==> src/rtl/tcce_pkg.sv <==
// ----------------------------------------------------------------------------
// tcce_pkg
// Shared types and constants for the text console cursor engine.
// ----------------------------------------------------------------------------
package tcce_pkg;

    localparam int CURSOR_W    = 11;
    localparam int DEF_COLUMNS = 80;
    localparam int DEF_ROWS    = 25;

    localparam logic [7:0] ATTR_RESET   = 8'h0F;
    localparam logic [7:0] CHAR_NEWLINE = 8'h0A;
    localparam logic [7:0] CHAR_TAB     = 8'h09;
    localparam logic [7:0] CHAR_BLANK   = 8'h20;

    // command codes
    localparam logic [1:0] CMD_TYPE      = 2'd0;
    localparam logic [1:0] CMD_BACKSPACE = 2'd1;
    localparam logic [1:0] CMD_CLEAR     = 2'd2;

    typedef struct packed {
        logic [1:0] cmd;
        logic [7:0] char_code;
    } t_cmd_word;

    typedef struct packed {
        logic                cell_write;
        logic [CURSOR_W-1:0] cell_addr;
        logic [15:0]         cell_value;
        logic                clear_screen;
        logic [CURSOR_W-1:0] cursor_pos;
        logic [7:0]          cursor_low_byte;
        logic [2:0]          cursor_high_byte;
    } t_res_word;

endpackage

==> src/rtl/tcce_step.sv <==
// ----------------------------------------------------------------------------
// tcce_step
// Next cursor, column and cell write for one command word.
// ----------------------------------------------------------------------------
module tcce_step #(
    parameter int SCREEN_COLUMNS = tcce_pkg::DEF_COLUMNS,
    parameter int SCREEN_ROWS    = tcce_pkg::DEF_ROWS,
    localparam int COL_W         = $clog2(SCREEN_COLUMNS)
) (
    input  tcce_pkg::t_cmd_word                i_word,
    input  logic [tcce_pkg::CURSOR_W-1:0]      i_cursor,
    input  logic [COL_W-1:0]                   i_col,
    input  logic [7:0]                         i_attr,
    output tcce_pkg::t_res_word                o_res,
    output logic [tcce_pkg::CURSOR_W-1:0]      o_cursor,
    output logic [COL_W-1:0]                   o_col
);
    import tcce_pkg::*;

    localparam int TOTAL = SCREEN_COLUMNS * SCREEN_ROWS;
    localparam int SUM_W = CURSOR_W + 1;
    localparam logic [COL_W:0]   COLS_X  = (COL_W+1)'(SCREEN_COLUMNS);
    localparam logic [COL_W-1:0] COLS_M1 = COL_W'(SCREEN_COLUMNS - 1);

    logic [SUM_W-1:0] cur_x;
    logic [SUM_W-1:0] sum;
    logic [COL_W:0]   col_gap;
    logic [COL_W:0]   col_tab;
    logic [2:0]       tab_inc;
    logic [COL_W-1:0] col_typed;
    logic             ovf;

    always_comb begin
        cur_x     = {1'b0, i_cursor};
        tab_inc   = 3'd4 - {1'b0, i_cursor[1:0]};
        col_gap   = COLS_X - {1'b0, i_col};
        col_tab   = {1'b0, i_col} + (COL_W+1)'(tab_inc);
        sum       = cur_x + SUM_W'(1);
        col_typed = (i_col == COLS_M1) ? '0 : i_col + COL_W'(1);
        if (i_word.char_code == CHAR_NEWLINE) begin
            sum       = cur_x + SUM_W'(col_gap);
            col_typed = '0;
        end else if (i_word.char_code == CHAR_TAB) begin
            sum       = cur_x + SUM_W'(tab_inc);
            col_typed = (col_tab >= COLS_X) ? COL_W'(col_tab - COLS_X) : col_tab[COL_W-1:0];
        end
        ovf = (32'(sum) >= TOTAL);

        o_res    = '0;
        o_cursor = i_cursor;
        o_col    = i_col;
        case (i_word.cmd)
            CMD_TYPE: begin
                if (i_word.char_code != CHAR_NEWLINE && i_word.char_code != CHAR_TAB) begin
                    o_res.cell_write = 1'b1;
                    o_res.cell_addr  = i_cursor;
                    o_res.cell_value = {i_attr, i_word.char_code};
                end
                if (ovf) begin
                    o_res.clear_screen = 1'b1;
                    o_cursor = '0;
                    o_col    = '0;
                end else if (sum[SUM_W-1]) begin
                    // wrapped past the cursor width: what is left is below one line
                    o_cursor = sum[CURSOR_W-1:0];
                    o_col    = sum[COL_W-1:0];
                end else begin
                    o_cursor = sum[CURSOR_W-1:0];
                    o_col    = col_typed;
                end
            end
            CMD_BACKSPACE: begin
                if (i_cursor != '0) begin
                    o_cursor         = i_cursor - CURSOR_W'(1);
                    o_col            = (i_col == '0) ? COLS_M1 : i_col - COL_W'(1);
                    o_res.cell_write = 1'b1;
                    o_res.cell_addr  = i_cursor - CURSOR_W'(1);
                    o_res.cell_value = {i_attr, CHAR_BLANK};
                end
            end
            CMD_CLEAR: begin
                o_res.clear_screen = 1'b1;
            end
            default: begin
            end
        endcase
        o_res.cursor_pos       = o_cursor;
        o_res.cursor_low_byte  = o_cursor[7:0];
        o_res.cursor_high_byte = o_cursor[CURSOR_W-1:8];
    end

endmodule

==> src/rtl/text_console_cursor_engine.sv <==
// ----------------------------------------------------------------------------
// text_console_cursor_engine
// Cursor tracking and cell writes for a text-mode console.
//
//   channel   signals                          moves
//   input     i_in_valid / o_in_ready          t_cmd_word (cmd, char_code)
//   output    o_out_valid / i_out_ready        t_res_word (cell write, cursor)
//   config    i_cfg_wr_en / i_cfg_data         text attribute byte
//
// One word per cycle while the output is not stalled: a word is captured in the
// input register, the cursor update runs in the logic after it, and the result is
// held in the output register.
// The column is kept as a register next to the cursor, so no divider is used.
// Reset clears cursor, column and valid flags and loads attribute 0x0F.
// A stall on the output holds both registers; the input still takes a word
// while the input register is empty.
// ----------------------------------------------------------------------------
module text_console_cursor_engine #(
    parameter int SCREEN_COLUMNS = tcce_pkg::DEF_COLUMNS,
    parameter int SCREEN_ROWS    = tcce_pkg::DEF_ROWS
) (
    input  logic                 i_clk,
    input  logic                 i_rst_n,
    input  logic                 i_in_valid,
    output logic                 o_in_ready,
    input  tcce_pkg::t_cmd_word  i_in_word,
    output logic                 o_out_valid,
    input  logic                 i_out_ready,
    output tcce_pkg::t_res_word  o_out_word,
    input  logic                 i_cfg_wr_en,
    input  logic [7:0]           i_cfg_data
);
    import tcce_pkg::*;

    localparam int COL_W = $clog2(SCREEN_COLUMNS);

    logic                r_in_vld;
    t_cmd_word           r_in_word;
    logic                r_out_vld;
    t_res_word           r_out_word;
    logic [CURSOR_W-1:0] r_cursor;
    logic [COL_W-1:0]    r_col;
    logic [7:0]          r_attr;

    t_res_word           n_res;
    logic [CURSOR_W-1:0] n_cursor;
    logic [COL_W-1:0]    n_col;
    logic                advance;

    assign advance     = r_in_vld && (!r_out_vld || i_out_ready);
    assign o_in_ready  = !r_in_vld || advance;
    assign o_out_valid = r_out_vld;
    assign o_out_word  = r_out_word;

    tcce_step #(
        .SCREEN_COLUMNS(SCREEN_COLUMNS),
        .SCREEN_ROWS   (SCREEN_ROWS)
    ) u_step (
        .i_word  (r_in_word),
        .i_cursor(r_cursor),
        .i_col   (r_col),
        .i_attr  (r_attr),
        .o_res   (n_res),
        .o_cursor(n_cursor),
        .o_col   (n_col)
    );

    always_ff @(posedge i_clk) begin
        if (!i_rst_n) begin
            r_in_vld  <= 1'b0;
            r_out_vld <= 1'b0;
            r_cursor  <= '0;
            r_col     <= '0;
            r_attr    <= ATTR_RESET;
        end else begin
            if (i_cfg_wr_en) begin
                r_attr <= i_cfg_data;
            end
            if (o_in_ready) begin
                r_in_vld <= i_in_valid;
            end
            if (advance) begin
                r_out_vld <= 1'b1;
                r_cursor  <= n_cursor;
                r_col     <= n_col;
            end else if (i_out_ready) begin
                r_out_vld <= 1'b0;
            end
        end
    end

    // payload registers
    always_ff @(posedge i_clk) begin
        if (o_in_ready && i_in_valid) begin
            r_in_word <= i_in_word;
        end
        if (advance) begin
            r_out_word <= n_res;
        end
    end

endmodule

==> config.mk <==
export PLATFORM = sky130hd
export DESIGN_NAME = text_console_cursor_engine
export DESIGN_NICKNAME = d
export VERILOG_FILES = /design/src/rtl/tcce_pkg.sv /design/src/rtl/tcce_step.sv /design/src/rtl/text_console_cursor_engine.sv
export SDC_FILE = /design/constraint.sdc
export NUM_CORES = 1
export LEC_CHECK = 0
export ABC_CLOCK_PERIOD_IN_PS = 4550
export BUFFER_PORTS_ARGS = -buffer_cell sky130_fd_sc_hd__buf_2
export CAP_MARGIN = 40
export CELL_PAD_IN_SITES_DETAIL_PLACEMENT = 1
export CELL_PAD_IN_SITES_GLOBAL_PLACEMENT = 1
export CORE_MARGIN = 2
export CORE_UTILIZATION = 40
export DETAILED_ROUTE_END_ITERATION = 8
export GPL_TIMING_DRIVEN = 0
export PLACE_DENSITY_LB_ADDON = 0.1
export SLEW_MARGIN = 20
export SYNTH_ARGS = -nofsm -noshare
export SYNTH_HDL_FRONTEND = slang
export SYNTH_SLANG_ARGS = --single-unit
==> constraint.sdc <==
create_clock -name i_clk -period 4.55 [get_ports i_clk]
set_input_delay 0 -clock i_clk [delete_from_list [all_inputs] [get_ports i_clk]]
set_output_delay 0 -clock i_clk [all_outputs]
set_load 0.05 [all_outputs]
==> out/qor.csv <==
stage,metric,value,unit
worst_hold_path,holdPathEnd,o_out_valid$_SDFFE_PN0P_,
worst_hold_path,worstHoldStart,i_out_ready,
layout,antenna_cells,0,
yosys,synth_edf_count,50,
global_route,grt_max_degree,29,
setup_path,regToRegStartpoint,r_in_word[2]$_DFFE_PP_,
global_route,grt-ovfl-total,0,
yosys,seq_area_frac_synth,0.428,
yosys,async_flop_share,0,
cts,cts-buffers-inserted,9,
route,vias,4252,
yosys,synth.distinct_cells,72,
placed_design,numPortBuffers,74,
pwr,power.leakage,0.00252,uW
setup_path,cp_data_arrival_time,4.25,ns
yosys,yosysTopAreaCellShare,0.312,
setup_path,cp-startpoint,r_in_word[2]$_DFFE_PP_,
yosys,ys_top_cells_by_area,"edfxtp_1, dfxtp_1, ha_1, o21ai_0, nand2_1",
die,fp.dieW,114,um
yosys,avgSynthCellArea,9.35,um^2
route,vias_per_cell,5.48,
setup_path,slowest_stage,a31oi_4,
layout,synthToLayoutAreaGrowth,22.7,%
setup_path,critical_path_class,reg -> reg,
run_status,run_status,completed,
cts,htreeDepth,3,
yosys,synthFlopType,edfxtp_1,
route,wl,13900,um
global_route,antenna_found_initial,0,
setup_path,rr_endpoint,o_out_word[22]$_DFFE_PP_,
cts,clkTransAtPathRegs,0.06,ns
setup_path,critPathMaxStageDelay,0.45,ns
sta,fin_crit_sh,0.918,
yosys,ys_seq_elements,78,
setup_path,path_cells,"nor4b_2, and4b_1, clkbuf_1, buf_2, a22oi_1, ha_1, fa_1, a21o_4, a221o_1, o21ai_1, a221oi_2, a31oi_4, buf_6, a21oi_1",
pwr,total_power,1990,uW
setup_path,required,4.62,ns
die,die_h,114,um
sta,fmax,0.239,GHz
cts,cts_tree,done,
global_route,grt_pass1_vias,4388,
route,post_drt_wl_per_cell,17.9,um
yosys,syn_inst,515,
sta,skew,0.00581,ns
cts,root_buffer,clkbuf_16,
global_route,grt_usage,0.221,
die,die-area,0.0129,mm^2
die,core-area,0.0119,mm^2
placed_design,dp_hpwl,10300,um
setup_path,worst_setup_path_end_kind,flop,
yosys,synthTopCellsByCount,"edfxtp_1, nand2_1, o21ai_0",
sta,slew_headroom,0.471,
route,drc,0,
setup_path,rrSetupSlack,0.37,ns
sta,setup-tns-final,0,ns
placed_design,gp_congestion,0.887,
die,rows,40,
route,initialDrtViolationCount,210,
setup_path,cp-start-kind,flop,
cts,cts.sinks,78,
sta,timing.final.hold_violations,0,
yosys,synth_area,0.00482,mm^2
pwr,power_density,337,mW/mm^2
yosys,synth_largest_area_cell,edfxtp_1,
sta,fin_crit,4.18,ns
sta,setup_violations,0,
setup_path,reg2reg_depth,14,
cts,clockBufferDepth,2,
yosys,postSynthNetCount,559,
yosys,synth.most_common_cell,edfxtp_1,
layout,drive_above_1_share,0.208,
route,firstDrtPassIters,4,
layout,nets,668,
global_route,grt_pass1_wl,22100,um
yosys,yosysWarnings,0,
cts,clk-insertion-delay-late,0.35,ns
placed_design,dp.cells,738,
worst_hold_path,hp-class,in -> reg,
flow_run,maxCapViolCount,0,
die,num_io_pins,76,
setup_path,critPathMaxFanout,10,
die,start_util,0.406,
sta,rsz0062_at_grt,no,
worst_hold_path,hold_depth,3,
sta,max_slew.worst_pin.slew,0.790,ns
layout,fin_cells,776,
sta,drv_slew,0,
pwr,ir_worst_vdd,0.192,mV
route,ant_nets,0,
[worst max path at each step]
stage               slack [ns]                  endpoint  cells past startpoint
finish                    0.37  o_out_word[22]$_DFFE_PP_                     14
global route              0.12  o_out_word[21]$_DFFE_PP_                     15
CTS                       0.26     r_col[5]$_SDFFE_PN0P_                     15
detailed placement        0.32     r_col[5]$_SDFFE_PN0P_                     15
global placement          0.37     r_col[2]$_SDFFE_PN0P_                     15
floorplan                 1.03  o_out_word[17]$_DFFE_PP_                     14
[layer usage]
| layer | global-route usage | routed length, um |
|---|---|---|
| met1 | 0.273 | 6080 |
| met4 | 0.0797 | 247 |
| met2 | 0.388 | 7050 |
| met3 | 0.0404 | 542 |
| met5 | 0 | 0 |
[cells in the final DEF (no fill, tap or decap), types with 12 or more instances in the layout]
cell	instances
dlygate4sd3_1	19
nand2_1	49
dfxtp_1	28
nand3_1	19
and2_1	12
ha_1	19
buf_4	14
nor2b_1	17
xnor2_1	12
a21oi_1	27
edfxtp_1	50
inv_1	23
clkbuf_1	17
buf_2	82
o21ai_0	39
a31oi_1	15
nor2_1	36
[metrics by stage]
step	instance area (um^2)	util	setup slack (ns)	hold WS, ns
final	5910	0.498	0.375	0.0126
after global routing	5910	0.498	0.116	0.0374
after detailed placement	5400	0.455	0.323	0.178
after global placement	5370	0.453	0.373	0.177
after CTS	5880	0.496	0.257	0.00315
after floorplan	4820	-	1.03	0.0989
[worst max-delay path, delay by kind of cell, from the launching register on]
family,cells,cell delay (ns)
flip-flops,1,0.41
AO/OA/AOI/OAI,7,1.47
adder cells (fa/ha/maj),2,0.65
AND/OR/NAND/NOR,2,0.58
buffers and inverters,3,0.77
[layout make-up]
cell class | instances | area [um^2]
inverter | 24 | 90.1
clock buffer | 9 | 225
tap | 147 | 184
multi-input combinational | 373 | 2460
buffer | 40 | 214
sequential | 78 | 2060
timing repair buffer | 98 | 606
fill | 1398 | 5950
clock inverter | 7 | 71.3
[registers in the layout (all words and copies together), names as in the netlist]
signal       flops
r_in_vld         1
r_attr           8
o_out_valid      1
r_in_word       10
o_out_word      40
r_col            7
r_cursor        11
[kinds of logic (layout without fill, tap and decap cells)]
family / count (synthesis) / in the layout / share of synthesized area
buffers and inverters: 64 / 178 / 0.0629
adder cells (fa/ha/maj): 21 / 21 / 0.0577
XOR/XNOR: 22 / 22 / 0.0400
AO/OA/AOI/OAI: 147 / 147 / 0.206
flip-flops: 78 / 78 / 0.428
multiplexers: 9 / 9 / 0.0190
AND/OR/NAND/NOR: 174 / 174 / 0.187
[repair_timing]
| item | in CTS | in global routing |
|---|---|---|
| resized for setup | 0 | 1 |
| setup endpoints to repair | 0 | 4 |
| buffers inserted | 0 | 2 |
| hold buffers | 19 | 0 |
| endpoints found under the hold margin | 19 | 0 |
[where the power goes]
| part | switching [uW] | leakage, uW | internal, uW |
|---|---|---|---|
| Sequential | 30.0 | 0.000711 | 804 |
| Clock | 299 | 0.000140 | 425 |
| Combinational | 291 | 0.00167 | 139 |
No activity file was read; power rests on OpenSTA's default activity.
